File: src/utf8_two_byte_unicode_escaper_top_defines.svh
// ----------------------------------------------------------------------------
// UTF-8 escaper assertion macros
// Assertion helpers shared by the escaper RTL; compiled out with ASSERT_OFF.
// ----------------------------------------------------------------------------
`ifndef UTF8_TWO_BYTE_UNICODE_ESCAPER_TOP_DEFINES_SVH
`define UTF8_TWO_BYTE_UNICODE_ESCAPER_TOP_DEFINES_SVH

`ifndef ASSERT_OFF
// Property that must hold at every clock edge outside reset.
`define UTE_ASSERT(lbl, clk, rst_n, prop, msg) \
	lbl: assert property (@(posedge clk) disable iff (!rst_n) (prop)) else $error(msg);
// Property whose consequence must hold in the cycle after its antecedent.
`define UTE_ASSERT_NEXT(lbl, clk, rst_n, ante, cons, msg) \
	lbl: assert property (@(posedge clk) disable iff (!rst_n) (ante) |=> (cons)) else $error(msg);
`else
`define UTE_ASSERT(lbl, clk, rst_n, prop, msg)
`define UTE_ASSERT_NEXT(lbl, clk, rst_n, ante, cons, msg)
`endif

`endif

File: src/ute_pkg.sv
// ----------------------------------------------------------------------------
// UTF-8 escaper package
// Widths, character constants, job type and hex digit helper.
// ----------------------------------------------------------------------------
`default_nettype none

package ute_pkg;

	localparam int COUNT_WIDTH  = 16;
	localparam int CAP_WIDTH    = 16;
	localparam int QUEUE_DEPTH  = 2;
	localparam int CP_WIDTH     = 11;

	localparam logic [CAP_WIDTH-1:0] CAP_RESET = 16'd256;

	localparam logic [7:0] CH_BACKSLASH = 8'h5C;
	localparam logic [7:0] CH_LOWER_U   = 8'h75;
	localparam logic [7:0] CH_NUL       = 8'h00;
	localparam logic [7:0] CH_ZERO      = 8'h30;
	localparam logic [7:0] CH_LOWER_A   = 8'h61;

	typedef enum logic [1:0] {
		JOB_NONE,
		JOB_PLAIN,
		JOB_ESCAPE
	} job_kind_t;

	// One unit of work for the back end: an optional body plus an optional NUL.
	typedef struct packed {
		job_kind_t             kind;
		logic [CP_WIDTH-1:0]   data;
		logic                  term;
	} job_t;

	function automatic logic [7:0] hex_digit(input logic [3:0] v);
		logic [7:0] r;
		if (v < 4'd10) begin
			r = CH_ZERO + {4'd0, v};
		end else begin
			r = CH_LOWER_A + {4'd0, v} - 8'd10;
		end
		return r;
	endfunction

endpackage

`default_nettype wire

File: src/ute_if.sv
// ----------------------------------------------------------------------------
// UTF-8 escaper channel interfaces
// Valid/ready channels for source bytes and escaped output bytes.
// ----------------------------------------------------------------------------
`default_nettype none

interface ute_in_if;
	logic       valid;
	logic       ready;
	logic [7:0] in_byte;
	logic       in_last;

	modport source (output valid, output in_byte, output in_last, input ready);
	modport sink   (input valid, input in_byte, input in_last, output ready);
endinterface

interface ute_out_if;
	logic       valid;
	logic       ready;
	logic [7:0] out_byte;
	logic       run_end;
	logic       is_terminator;

	modport source (output valid, output out_byte, output run_end, output is_terminator,
		input ready);
	modport sink   (input valid, input out_byte, input run_end, input is_terminator,
		output ready);
endinterface

`default_nettype wire

File: src/utf8_two_byte_unicode_escaper_top.sv
// A transaction's output goes first into the job queue, then into the back end's output register.
// Throughput: one output byte per cycle while the receiver is ready, set by the single
// output register; a plain byte gives one byte, a two-byte pair six, and the NUL one more.
// Source bytes are taken every cycle while the two-entry job queue has room.
// Reset (arst_n low): capacity returns to 256, string state clears, queue and output empty.
// ----------------------------------------------------------------------------
// UTF-8 two-byte escaper top level
// Copies ASCII bytes and rewrites two-byte UTF-8 pairs as \uXXXX escapes,
// bounded by a programmable buffer capacity, closing each string with a NUL.
// ----------------------------------------------------------------------------
`default_nettype none

module utf8_two_byte_unicode_escaper_top
	import ute_pkg::*;
(
	input  wire logic                 clk,
	input  wire logic                 arst_n,
	ute_in_if.sink                    text,
	ute_out_if.source                 escaped,
	input  wire logic                 cfg_wr_en,
	input  wire logic [CAP_WIDTH-1:0] cfg_wr_data
);

	// The front end classifies every accepted source byte against the string
	// state (held lead, byte count, halt flag) and the capacity register. Each
	// transaction that produces output becomes one job: a plain byte, an escape
	// of an eleven-bit code point, and/or a closing NUL.
	logic push;
	job_t push_job;
	logic full;

	// The back end drains jobs one output byte per cycle while the receiver is ready. The
	// queue lets the front end keep accepting while a long escape is still being written out.
	logic pop;
	job_t head_job;
	logic empty;

	ute_front u_front (
		.clk         (clk),
		.arst_n      (arst_n),
		.text        (text),
		.cfg_wr_en   (cfg_wr_en),
		.cfg_wr_data (cfg_wr_data),
		.push        (push),
		.push_job    (push_job),
		.full        (full)
	);

	ute_fifo u_fifo (
		.clk      (clk),
		.arst_n   (arst_n),
		.push     (push),
		.push_job (push_job),
		.full     (full),
		.pop      (pop),
		.pop_job  (head_job),
		.empty    (empty)
	);

	// The output register in the back end holds a waiting result, and the queue keeps taking
	// new source transactions behind it until the queue is full.
	ute_back u_back (
		.clk      (clk),
		.arst_n   (arst_n),
		.head_job (head_job),
		.empty    (empty),
		.pop      (pop),
		.escaped  (escaped)
	);

endmodule

`default_nettype wire

File: src/ute_front.sv
// ----------------------------------------------------------------------------
// UTF-8 escaper front end
// Accepts source bytes, tracks string state and room, and queues output jobs.
// ----------------------------------------------------------------------------
`default_nettype none

module ute_front
	import ute_pkg::*;
(
	input  wire logic                 clk,
	input  wire logic                 arst_n,
	ute_in_if.sink                    text,
	input  wire logic                 cfg_wr_en,
	input  wire logic [CAP_WIDTH-1:0] cfg_wr_data,
	output      logic                 push,
	output      job_t                 push_job,
	input  wire logic                 full
);

	localparam int LIM_W = (COUNT_WIDTH > CAP_WIDTH) ? COUNT_WIDTH : CAP_WIDTH;

	logic [CAP_WIDTH-1:0]   capacity_q;
	logic [4:0]             held_lead_q;
	logic                   lead_pending_q;
	logic [COUNT_WIDTH-1:0] bytes_written_q;
	logic                   halted_q;

	logic                   accept;
	logic [LIM_W-1:0]       cap_ext;
	logic [LIM_W-1:0]       mask_ext;
	logic [LIM_W-1:0]       lim;
	logic                   plain_room;
	logic                   esc_room;
	job_t                   job;
	logic                   hold_lead;
	logic                   set_halt;

	assign text.ready = !full;
	assign accept     = text.valid && text.ready;

	// The limit saturates at the largest count the counter can hold.
	always_comb begin
		cap_ext    = LIM_W'(capacity_q);
		mask_ext   = LIM_W'({COUNT_WIDTH{1'b1}});
		lim        = (cap_ext < mask_ext) ? cap_ext : mask_ext;
		plain_room = LIM_W'(bytes_written_q) < lim;
		esc_room   = ((LIM_W + 1)'(bytes_written_q) + (LIM_W + 1)'(6)) < (LIM_W + 1)'(lim);
	end

	always_comb begin
		job.kind  = JOB_NONE;
		job.data  = '0;
		job.term  = text.in_last;
		hold_lead = 1'b0;
		set_halt  = 1'b0;
		if (!halted_q) begin
			if (lead_pending_q) begin
				job.kind = JOB_ESCAPE;
				job.data = {held_lead_q, text.in_byte[5:0]};
			end else if (!text.in_byte[7]) begin
				if (plain_room) begin
					job.kind = JOB_PLAIN;
					job.data = CP_WIDTH'(text.in_byte);
				end else begin
					set_halt = 1'b1;
				end
			end else begin
				if (esc_room) begin
					hold_lead = 1'b1;
				end else begin
					set_halt = 1'b1;
				end
			end
		end
	end

	assign push     = accept && ((job.kind != JOB_NONE) || job.term);
	assign push_job = job;

	always_ff @(posedge clk or negedge arst_n) begin
		if (!arst_n) begin
			capacity_q <= CAP_RESET;
		end else if (cfg_wr_en) begin
			capacity_q <= cfg_wr_data;
		end
	end

	always_ff @(posedge clk or negedge arst_n) begin
		if (!arst_n) begin
			held_lead_q     <= '0;
			lead_pending_q  <= 1'b0;
			bytes_written_q <= '0;
			halted_q        <= 1'b0;
		end else if (accept) begin
			if (text.in_last) begin
				held_lead_q     <= '0;
				lead_pending_q  <= 1'b0;
				bytes_written_q <= '0;
				halted_q        <= 1'b0;
			end else begin
				if (job.kind == JOB_ESCAPE) begin
					lead_pending_q  <= 1'b0;
					held_lead_q     <= '0;
					bytes_written_q <= bytes_written_q + COUNT_WIDTH'(6);
				end else if (job.kind == JOB_PLAIN) begin
					bytes_written_q <= bytes_written_q + COUNT_WIDTH'(1);
				end
				if (hold_lead) begin
					held_lead_q    <= text.in_byte[4:0];
					lead_pending_q <= 1'b1;
				end
				if (set_halt) begin
					halted_q <= 1'b1;
				end
			end
		end
	end

endmodule

`default_nettype wire

File: src/ute_fifo.sv
// ----------------------------------------------------------------------------
// UTF-8 escaper job queue
// Short queue of jobs between the front end and the back end.
// ----------------------------------------------------------------------------
`default_nettype none

`include "utf8_two_byte_unicode_escaper_top_defines.svh"

module ute_fifo
	import ute_pkg::*;
(
	input  wire logic clk,
	input  wire logic arst_n,
	input  wire logic push,
	input  wire job_t push_job,
	output      logic full,
	input  wire logic pop,
	output      job_t pop_job,
	output      logic empty
);

	localparam int PTR_W = (QUEUE_DEPTH > 1) ? $clog2(QUEUE_DEPTH) : 1;
	localparam int CNT_W = $clog2(QUEUE_DEPTH + 1);

	job_t             mem_q [QUEUE_DEPTH];
	logic [PTR_W-1:0] wr_ptr_q;
	logic [PTR_W-1:0] rd_ptr_q;
	logic [CNT_W-1:0] count_q;

	assign full    = count_q == CNT_W'(QUEUE_DEPTH);
	assign empty   = count_q == '0;
	assign pop_job = mem_q[rd_ptr_q];

	always_ff @(posedge clk) begin
		if (push) begin
			mem_q[wr_ptr_q] <= push_job;
		end
	end

	always_ff @(posedge clk or negedge arst_n) begin
		if (!arst_n) begin
			wr_ptr_q <= '0;
			rd_ptr_q <= '0;
			count_q  <= '0;
		end else begin
			if (push) begin
				wr_ptr_q <= (wr_ptr_q == PTR_W'(QUEUE_DEPTH - 1)) ? '0 : wr_ptr_q + PTR_W'(1);
			end
			if (pop) begin
				rd_ptr_q <= (rd_ptr_q == PTR_W'(QUEUE_DEPTH - 1)) ? '0 : rd_ptr_q + PTR_W'(1);
			end
			if (push && !pop) begin
				count_q <= count_q + CNT_W'(1);
			end else if (pop && !push) begin
				count_q <= count_q - CNT_W'(1);
			end
		end
	end

	`UTE_ASSERT(a_no_overflow, clk, arst_n, !(push && full), "job queue written while full")
	`UTE_ASSERT(a_no_underflow, clk, arst_n, !(pop && empty), "job queue read while empty")
	`UTE_ASSERT_NEXT(a_count_push, clk, arst_n, push && !pop, count_q == $past(count_q) + CNT_W'(1), "queue count did not follow a push")

endmodule

`default_nettype wire

File: src/ute_back.sv
// ----------------------------------------------------------------------------
// UTF-8 escaper back end
// Expands queued jobs into output bytes, one per cycle while the receiver is ready, into an output register.
// ----------------------------------------------------------------------------
`default_nettype none

module ute_back
	import ute_pkg::*;
(
	input  wire logic clk,
	input  wire logic arst_n,
	input  wire job_t head_job,
	input  wire logic empty,
	output      logic pop,
	ute_out_if.source escaped
);

	logic [2:0]  step_q;
	logic        out_valid_q;
	logic [7:0]  out_byte_q;
	logic        run_end_q;
	logic        is_term_q;

	logic        load;
	logic [2:0]  body_len;
	logic [2:0]  total_len;
	logic        last_step;
	logic        in_body;
	logic [15:0] cp;
	logic [7:0]  body_byte;
	logic [7:0]  next_byte;

	always_comb begin
		case (head_job.kind)
			JOB_PLAIN:  body_len = 3'd1;
			JOB_ESCAPE: body_len = 3'd6;
			default:    body_len = 3'd0;
		endcase
		total_len = body_len + {2'b00, head_job.term};
		last_step = step_q == (total_len - 3'd1);
		in_body   = step_q < body_len;
		cp        = 16'(head_job.data);
	end

	always_comb begin
		if (head_job.kind == JOB_PLAIN) begin
			body_byte = head_job.data[7:0];
		end else begin
			case (step_q)
				3'd0:    body_byte = CH_BACKSLASH;
				3'd1:    body_byte = CH_LOWER_U;
				3'd2:    body_byte = hex_digit(cp[15:12]);
				3'd3:    body_byte = hex_digit(cp[11:8]);
				3'd4:    body_byte = hex_digit(cp[7:4]);
				default: body_byte = hex_digit(cp[3:0]);
			endcase
		end
		next_byte = in_body ? body_byte : CH_NUL;
	end

	assign load = !empty && (!out_valid_q || escaped.ready);
	assign pop  = load && last_step;

	always_ff @(posedge clk or negedge arst_n) begin
		if (!arst_n) begin
			step_q      <= '0;
			out_valid_q <= 1'b0;
		end else begin
			if (load) begin
				out_valid_q <= 1'b1;
				step_q      <= last_step ? 3'd0 : step_q + 3'd1;
			end else if (escaped.ready) begin
				out_valid_q <= 1'b0;
			end
		end
	end

	always_ff @(posedge clk) begin
		if (load) begin
			out_byte_q <= next_byte;
			run_end_q  <= last_step;
			is_term_q  <= !in_body;
		end
	end

	assign escaped.valid         = out_valid_q;
	assign escaped.out_byte      = out_byte_q;
	assign escaped.run_end       = run_end_q;
	assign escaped.is_terminator = is_term_q;

endmodule

`default_nettype wire

File: src/flat_wrapper.sv
// flat-port wrapper written by rule: the top's interface ports become plain ports
module utf8_two_byte_unicode_escaper_top_flat import ute_pkg::*;
  (clk, arst_n, cfg_wr_en, cfg_wr_data, text_valid, text_in_byte, text_in_last, text_ready, escaped_valid, escaped_out_byte, escaped_run_end, escaped_is_terminator, escaped_ready);
  ute_in_if text_i ();
  ute_out_if escaped_i ();
  input  wire logic clk;
  input  wire logic arst_n;
  input  wire logic cfg_wr_en;
  input  wire logic [CAP_WIDTH-1:0] cfg_wr_data;
  input wire logic [$bits(text_i.valid)-1:0] text_valid;
  input wire logic [$bits(text_i.in_byte)-1:0] text_in_byte;
  input wire logic [$bits(text_i.in_last)-1:0] text_in_last;
  output wire logic [$bits(text_i.ready)-1:0] text_ready;
  output wire logic [$bits(escaped_i.valid)-1:0] escaped_valid;
  output wire logic [$bits(escaped_i.out_byte)-1:0] escaped_out_byte;
  output wire logic [$bits(escaped_i.run_end)-1:0] escaped_run_end;
  output wire logic [$bits(escaped_i.is_terminator)-1:0] escaped_is_terminator;
  input wire logic [$bits(escaped_i.ready)-1:0] escaped_ready;
  assign text_i.valid = text_valid;
  assign text_i.in_byte = text_in_byte;
  assign text_i.in_last = text_in_last;
  assign text_ready = text_i.ready;
  assign escaped_valid = escaped_i.valid;
  assign escaped_out_byte = escaped_i.out_byte;
  assign escaped_run_end = escaped_i.run_end;
  assign escaped_is_terminator = escaped_i.is_terminator;
  assign escaped_i.ready = escaped_ready;
  utf8_two_byte_unicode_escaper_top u_core (.clk(clk), .arst_n(arst_n), .text(text_i), .escaped(escaped_i), .cfg_wr_en(cfg_wr_en), .cfg_wr_data(cfg_wr_data));
endmodule
File: config.mk
export PLATFORM = sky130hd
export DESIGN_NAME = utf8_two_byte_unicode_escaper_top_flat
export DESIGN_NICKNAME = d
export VERILOG_FILES = /design/src/ute_pkg.sv /design/src/ute_if.sv /design/src/utf8_two_byte_unicode_escaper_top.sv /design/src/ute_front.sv /design/src/ute_fifo.sv /design/src/ute_back.sv /design/src/flat_wrapper.sv
export VERILOG_INCLUDE_DIRS = /design/src /design/src/src
export SDC_FILE = /design/constraint.sdc
export NUM_CORES = 1
export LEC_CHECK = 0
export BUFFER_PORTS_ARGS = -buffer_cell sky130_fd_sc_hd__buf_4
export CAP_MARGIN = 20
export CORE_MARGIN = 2
export CORE_UTILIZATION = 55
export CTS_BUF_LIST = sky130_fd_sc_hd__clkbuf_8 sky130_fd_sc_hd__clkbuf_16
export DETAILED_ROUTE_END_ITERATION = 6
export GPL_ROUTABILITY_DRIVEN = 0
export PLACE_DENSITY_LB_ADDON = 0.25
export SLEW_MARGIN = 20
export SYNTH_ARGS = -nofsm -noshare
export SYNTH_HDL_FRONTEND = slang
export SYNTH_HIERARCHICAL = 1
export SYNTH_SLANG_ARGS = --single-unit
File: constraint.sdc
create_clock -name clk -period 2.9 [get_ports clk]
set_input_delay 0.58 -clock clk [delete_from_list [all_inputs] [get_ports clk]]
set_output_delay 0.58 -clock clk [all_outputs]
set_load 0.02 [all_outputs]
==> qor.csv, run 1 <==
stage,metric,value,unit
outcome,status,completed,
synth,yosys_warnings,6,
critical_path,endpoint_kind,flop,
clock_tree,htree_levels,3,
timing,worst_clock_skew,0.01024,ns
timing,relSlewSlack,0.5694,
synth,synth_cell_types,85,
timing,finalHoldViolations,0,
critical_path,reg2reg_depth,11,
timing,whs,0.2160,ns
place,place_inst,701,
timing,finalCritPeriodShare,0.9766,
clock_tree,clkTransAtPathRegs,0.09,ns
floorplan,fp-row-count,36,
detailed_routing,wl,12220,um
floorplan,die_x,103.5,um
detailed_routing,drtIter0Drc,236,
synth,synth_edf_count,38,
critical_path,arrival,3.14,ns
floorplan,ios,42,
grt,use_met2,0.3524,
synth,synth_top_area_cell,dfrtp_1,
timing,max_clock_freq,353.1,MHz
synth,synthArstFlopShare,0.5529,
layout,final_layout_size_suffix_gt1_frac,0.2998,
detailed_routing,firstDrtPassIters,5,
floorplan,die_area,10710,um2
layout,fill_cells,733,
synth,synthTopCellsByArea,"dfrtp_1 (21%), edfxtp_1 (21%), ha_1 (9.0%)",
grt,grt_antenna_before_repair,0,
grt,grt_pass1_vias,3990,
critical_path,critPathMaxFanout,4,
place,placed_area,6007,um2
detailed_routing,viasPerCell,5.722,
grt,grt_overflow,0,
detailed_routing,wire_per_inst,16.74,um
layout,fin_nets,661,
grt,top_usage_layer,met1,
clock_tree,postCtsHoldBufs,0,
layout,n_antenna_cell,0,
place,dp_hpwl,8864,um
grt,met3_usage,0.04973,
clock_tree,clockBufferDepth,2,
critical_path,startpoint,u_core/u_front/bytes_written_q[4],
synth,synth_flop_cell,dfrtp_1,
grt,use_met1,0.3531,
timing,setup_viol,0,
min_path,hold_class,input port to asynchronous set/reset pin,
run,drv_cap,0,
critical_path,slowest_stage,a2111o_1,
power,leakagePower,2.782,nW
floorplan,die_y,103.5,um
clock_tree,clock_sinks,85,
clock_tree,insertion_delay,0.37,ns
clock_tree,cts_tree,yes,
clock_tree,cts-root-buf,clkbuf_8,
synth,synth_top_area_share,0.2115,
critical_path,r2r_end,u_core/u_front/halted_q,
synth,synth_fp_nets,585,
synth,syn-cell-area,5441,um2
grt,grt_usage,0.2407,
clock_tree,cts_buffers,9,
detailed_routing,dr_total_vias,4177,
detailed_routing,ant_nets,0,
layout,synthToLayoutAreaGrowth,16.99,%
synth,synth-seq-area-share,0.4261,
synth,synth_seq_cells,85,
floorplan,start_util,0.5619,
grt,grt_pass1_wl,19640,um
critical_path,regToRegStartpoint,u_core/u_front/bytes_written_q[4],
grt,grt_max_degree,48,
layout,instances_no_fill,730,
layout,design_area,6366,um2
detailed_routing,drc,0,
power,powerDensity,831.6,nW/um2
timing,fin_crit,2.832,ns
synth,synth_area_per_cell,10.55,um2
critical_path,start_kind,flop,
timing,worstMarginPinSlew,0.6459,ns
critical_path,worstPathCellList,nand4_1 -> buf_4 -> nor2_4 -> buf_4 -> nand3_1 -> xnor2_1 -> ha_1 -> nand4_1 -> a2111o_1 -> a2111oi_2 -> a2bb2oi_1,
critical_path,crit_family,compound AO/OA/AOI/OAI gates,
power,peakVddDrop,395.8,uV
critical_path,path_class,flop to flop,
place,portBuffers,41,
critical_path,cpPeakStageDelay,0.48,ns
critical_path,cp_num_buf_inv,2,
synth,syn_inst,516,
floorplan,core-area,9684,um2
critical_path,worstPathRequired,3.20,ns
critical_path,reg2reg_slack,0.07,ns
timing,drv_slew,0,
==> worst reg2reg max path, stage by stage (launching register included) <==
cell	delay, ns
dfrtp_1	0.43
nand4_1	0.20
buf_4	0.20
nor2_4	0.11
buf_4	0.14
nand3_1	0.08
xnor2_1	0.14
ha_1	0.31
nand4_1	0.17
a2111o_1	0.48
a2111oi_2	0.33
a2bb2oi_1	0.17
==> state kept, by name, indices dropped and copies added (netlist names), 2 cells and up <==
| register | flops |
|---|---|
| u_core/u_fifo/mem_q | 28 |
| u_core/u_fifo/count_q | 2 |
| u_core/u_front/held_lead_q | 5 |
| u_core/u_back/escaped.out_byte | 8 |
| u_core/u_front/bytes_written_q | 16 |
| u_core/u_front/cap_ext | 16 |
| u_core/u_back/step_q | 3 |
==> routing by layer <==
metal	vias up	part of all wire
met5	-	0
met4	0	0.019
met3	22	0.063
met2	137	0.44
met1	2006	0.48
li1	2012	-
==> through the flow <==
stage / worst slack, ns / setup TNS (ns) / power (W) / util
after floorplan: 0.01920 / 0 / 0.003731 / -
after global placement: 0.1155 / 0 / 0.004244 / 0.6203
after detailed placement: 0.03597 / 0 / 0.004345 / 0.6203
after CTS: 0.006377 / 0 / 0.005148 / 0.6393
after global routing: -0.05823 / -0.06538 / 0.005673 / 0.6574
final: 0.06777 / 0 / 0.005294 / 0.6574
==> layout by cell type, fill, tap and decap left out, types with 4 or more instances in the layout <==
cell and count:
xor2_1 7, nand4_1 5, mux2_4 10, a21o_1 5, o21ai_1 7, xnor2_1 13, a21oi_1 17, dfrtp_2 5
edfxtp_1 38, o21ai_2 8, inv_1 33, ha_1 37, nor2_1 31, mux2_2 7, o21ai_0 34, nand2_1 42
a31oi_1 6, inv_2 4, dfrtp_1 41, buf_4 85, nand2b_1 13, mux2i_1 5, and2_1 12, nand3_1 17
or3_1 4, nor2b_1 4, clkbuf_8 9, nor3_1 7
==> report_power, final <==
| group | switching, W | internal, W |
|---|---|---|
| clock | 0.000476 | 0.000323 |
| combinational | 0.00147 | 0.00114 |
| sequential | 0.000222 | 0.00167 |
==> worst max-delay path by stage <==
stage          cells past startpoint                  endpoint  slack, ns
6_report                          11   u_core/u_front/halted_q       0.07
4_1_cts                           11   u_core/u_front/halted_q      0.006
5_1_grt                           11   u_core/u_front/halted_q      -0.06
3_5_place_dp                      11   u_core/u_front/halted_q       0.04
3_3_place_gp                      11   u_core/u_front/halted_q       0.12
2_1_floorplan                     16  u_core/u_fifo/count_q[1]       0.02
==> synth_stat cells, types with 6 or more instances <==
library cell,n
dfrtp_1,46
nand2_1,42
ha_1,39
edfxtp_1,38
o21ai_0,35
inv_1,33
nor2_1,33
a21oi_1,17
nand3_1,17
nand2b_1,13
xnor2_1,13
and2_1,12
mux2_4,9
xor2_1,9
mux2_2,8
nor3_1,8
o21ai_1,7
o21ai_2,7
a31oi_1,6
==> what timing repair did <==
item	in CTS	in global routing
endpoints found under the hold margin	0	0
gates resized for setup	1	20
buffers inserted	0	13
setup endpoints to repair	1	17
pin swaps	0	7
gates cloned	0	0
==> cell type report <==
class                           count  area (um2)  share of cell area
Timing Repair Buffer               86       658.1              0.1034
Inverter                           37       151.4             0.02378
Clock buffer                        9       123.9             0.01946
Sequential cell                    85        2325              0.3652
Multi-Input combinational cell    373        2884              0.4530
Clock inverter                      7       57.56            0.009041
Tap cell                          133       166.4             0.02614
==> cell families (layout without fill, tap and decap cells) <==
logic type,Yosys count,count (layout),share of synthesized area
flops,85,85,0.4261
mux,22,22,0.05059
xor+xnor,22,22,0.03541
fa+ha+maj,40,40,0.09152
buf+inv,58,139,0.05909
compound gates,122,122,0.1725
simple gates,167,167,0.1649
Power figures use the tool's default switching activity.
==> run 2: changes to the inputs <==
Settings changed: SYNTH_HIERARCHICAL 1 to not set.
==> run 2 against run 1 <==
Flip-flop and latch count is the same. First-iteration DRC count grew 34%. Via count rose by 3.3%.
==> qor.csv, run 2 <==
stage,metric,value,unit,change
layout,synthToLayoutAreaGrowth,15.32,%,was 16.99%
power,p_int,0.003089,W,was 0.003127 W
synth,syn-cell-area,5251,um2,was 5441 um2
floorplan,core-area,9240,um2,was 9684 um2
synth,synth_area_per_cell,9.834,um2,was 10.55 um2
place,portBuffers,41,,unchanged
timing,worst_clock_skew,0.01472,ns,was 0.01024 ns
clock_tree,postCtsHoldBufs,0,,unchanged
clock_tree,clock_sinks,85,,unchanged
floorplan,die_y,101.7,um,was 103.5 um
timing,relSlewSlack,0.5681,,was 0.5694
synth,synthArstFlopShare,0.5529,,unchanged
timing,finalHoldViolations,0,,unchanged
run,drv_cap,0,,unchanged
synth,synth_fp_nets,605,,was 585
place,pre_cts_ws,0.001360,ns,was 0.03597 ns
critical_path,reg2reg_slack,0.14,ns,was 0.07 ns
clock_tree,insertion_delay,0.37,ns,about the same
floorplan,start_util,0.5683,,was 0.5619
power,power_frac_clock,0.144,,was 0.151
power,powerDensity,886.3,nW/um2,was 831.6 nW/um2
detailed_routing,ant_nets,0,,unchanged
timing,fin_crit,2.764,ns,was 2.832 ns
critical_path,regToRegStartpoint,u_core.u_front.bytes_written_q[2],,was u_core/u_front/bytes_written_q[4]
timing,drv_slew,0,,unchanged
critical_path,r2r_end,u_core.u_front.held_lead_q[0],,was u_core/u_front/halted_q
layout,largest_reg_flops,28,,unchanged
timing,setup_viol,0,,unchanged
detailed_routing,firstDrtPassIters,5,,unchanged
power,seqPwrFrac,0.358,,was 0.357
synth,synth_seq_cells,85,,unchanged
clock_tree,clkTransAtPathRegs,0.09,ns,about the same
synth,synth_edf_count,38,,unchanged
floorplan,fp-row-count,35,,was 36
detailed_routing,drc,0,,unchanged
timing,max_clock_freq,361.8,MHz,was 353.1 MHz
synth,syn_inst,534,,was 516
min_path,hold_class,input port to asynchronous set/reset pin,,unchanged
layout,final_layout_size_suffix_gt1_frac,0.1858,,was 0.2998
clock_tree,clockBufferDepth,2,,unchanged
timing,whs,0.2315,ns,was 0.2160 ns
grt,grt_overflow,0,,unchanged
place,placed_area,5779,um2,was 6007 um2
synth,synthTopCellsByCount,"nand2_1 (58), dfrtp_1 (46), ha_1 (41)",,"was dfrtp_1 (46), nand2_1 (42), ha_1 (39)"
outcome,status,completed,,unchanged
detailed_routing,drtIter0Drc,316,,was 236
floorplan,ios,42,,unchanged
power,peakVddDrop,386.5,uV,was 395.8 uV
floorplan,die_area,10340,um2,was 10710 um2
synth,synth_most_common_cell,nand2_1,,was dfrtp_1
clock_tree,cts_buffers,9,,unchanged
layout,design_area,6056,um2,was 6366 um2
synth,synth_top_area_share,0.2192,,was 0.2115
timing,rsz0062_at_grt,yes,,
timing,setup_ws,0.1358,ns,was 0.06777 ns
detailed_routing,wire_per_inst,16.73,um,was 16.74 um
clock_tree,cts_tree,yes,,unchanged
critical_path,start_kind,flop,,unchanged
critical_path,endpoint,u_core.u_front.held_lead_q[0],,was u_core/u_front/halted_q
detailed_routing,viasPerCell,5.985,,was 5.722
critical_path,endpoint_kind,flop,,unchanged
critical_path,path_class,flop to flop,,unchanged
synth,synth_flop_cell,dfrtp_1,,unchanged
detailed_routing,dr_total_vias,4315,,was 4177
detailed_routing,wl,12060,um,was 12220 um
synth,synth_top_area_cell,dfrtp_1,,unchanged
critical_path,arrival,3.05,ns,was 3.14 ns
critical_path,startpoint,u_core.u_front.bytes_written_q[2],,was u_core/u_front/bytes_written_q[4]
power,switching_share,0.4245,,was 0.4094
place,place_inst,697,,was 701
timing,worstMarginPinSlew,0.6410,ns,was 0.6459 ns
timing,finalCritPeriodShare,0.9532,,was 0.9766
timing,fin_setup_tns,0,ns,unchanged
synth,yosys_warnings,0,,was 6
grt,grt_max_degree,48,,unchanged
synth,synth-seq-area-share,0.4415,,was 0.4261
critical_path,worstPathRequired,3.18,ns,was 3.20 ns
layout,instances_no_fill,721,,was 730
layout,layout_common_cells,"buf_4 (68), nand2_1 (58), ha_1 (41)",,"was buf_4 (85), nand2_1 (42), dfrtp_1 (41)"
critical_path,critPathMaxFanout,7,,was 4
synth,synthTopCellsByArea,"dfrtp_1 (22%), edfxtp_1 (22%), ha_1 (9.8%)",,"was dfrtp_1 (21%), edfxtp_1 (21%), ha_1 (9.0%)"
grt,grt_pass1_vias,4086,,was 3990
floorplan,die_x,101.7,um,was 103.5 um
grt,grt_antenna_before_repair,0,,unchanged
power,p_switching,0.002279,W,was 0.002167 W
power,leakagePower,2.557,nW,was 2.782 nW
clock_tree,cts-root-buf,clkbuf_8,,unchanged
place,dp_hpwl,8835,um,was 8864 um
clock_tree,htree_levels,3,,unchanged
synth,synth_cell_types,59,,was 85
grt,grt_usage,0.2418,,was 0.2407
layout,layout_commonest_cell,buf_4,,unchanged
power,p_comb_frac,0.498,,was 0.493
grt,grt_pass1_wl,19500,um,was 19640 um
layout,registers.top_by_ff_count,u_core.u_fifo.mem_q,,was u_core/u_fifo/mem_q
layout,n_antenna_cell,0,,unchanged
critical_path,reg2reg_depth,12,,was 11
layout,fin_nets,658,,was 661
run 2: worst min path at each step:
stage,startpoint,end,depth (start not counted)
global route,arst_n,u_core.u_front.bytes_written_q[0],1
finish,arst_n,u_core.u_front.cap_ext[5],1
detailed placement,u_core.u_back.escaped.valid,u_core.u_back.escaped.valid,2
CTS,arst_n,u_core.u_front.bytes_written_q[0],1
floorplan,arst_n,u_core.u_back.escaped.valid,0
global placement,u_core.u_back.escaped.valid,u_core.u_back.escaped.valid,2
run 2: what timing repair did:
item	CTS	global route
setup buffers	0	8
gates resized for setup	0	14
setup endpoints to repair	0	8
hold endpoints to repair	0	0
run 2: cell type report:
class                           count  area [um2]
Clock buffer                        9       123.9
Timing Repair Buffer               70       541.8
Fill cell                         747        3184
Tap cell                          129       161.4
Sequential cell                    85        2326
Inverter                           36       135.1
Multi-Input combinational cell    385        2718
Clock inverter                      7       50.05
run 2: power by group through the flow:
stage / combinational (W) / sequential (W) / clock, W
final: 0.00267 / 0.00192 / 0.000774
after global routing: 0.00293 / 0.00196 / 0.000824
after CTS: 0.00255 / 0.00192 / 0.000780
after detailed placement: 0.00253 / 0.00194 / 0
after global placement: 0.00244 / 0.00192 / 0
after floorplan: 0.00174 / 0.00193 / 0
run 2: cell families after synthesis:
family / after synthesis / share of synthesized area
buf+inv: 64 / 0.04861
xor+xnor: 23 / 0.03836
simple gates: 177 / 0.1720
compound gates: 122 / 0.1585
flops: 85 / 0.4415
fa+ha+maj: 42 / 0.09959
mux: 21 / 0.04146
run 2: worst max-delay path: stages, from the launching register on:
cell and delay (ns):
dfrtp_1 0.39, buf_4 0.17, o21ai_1 0.18, buf_4 0.16
xnor2_1 0.12, ha_1 0.28, nor4bb_1 0.17, a211oi_1 0.27
o21ai_1 0.18, o2bb2ai_2 0.18, nor3_4 0.26, buf_6 0.16
mux2i_1 0.18
run 2: per-layer routing:
metal | track usage | up-vias | share of wire
met1 | 0.3368 | 2077 | 0.45
li1 | - | 2058 | -
met5 | 0 | - | 0
met4 | 0.07069 | 0 | 0.018
met2 | 0.3866 | 155 | 0.47
met3 | 0.04624 | 25 | 0.064
run 2: stage by stage:
stage	utilization	total power (W)
after floorplan	-	0.003674
after global placement	0.6255	0.004360
after detailed placement	0.6255	0.004477
after CTS	0.6443	0.005246
after global routing	0.6554	0.005716
final	0.6554	0.005367
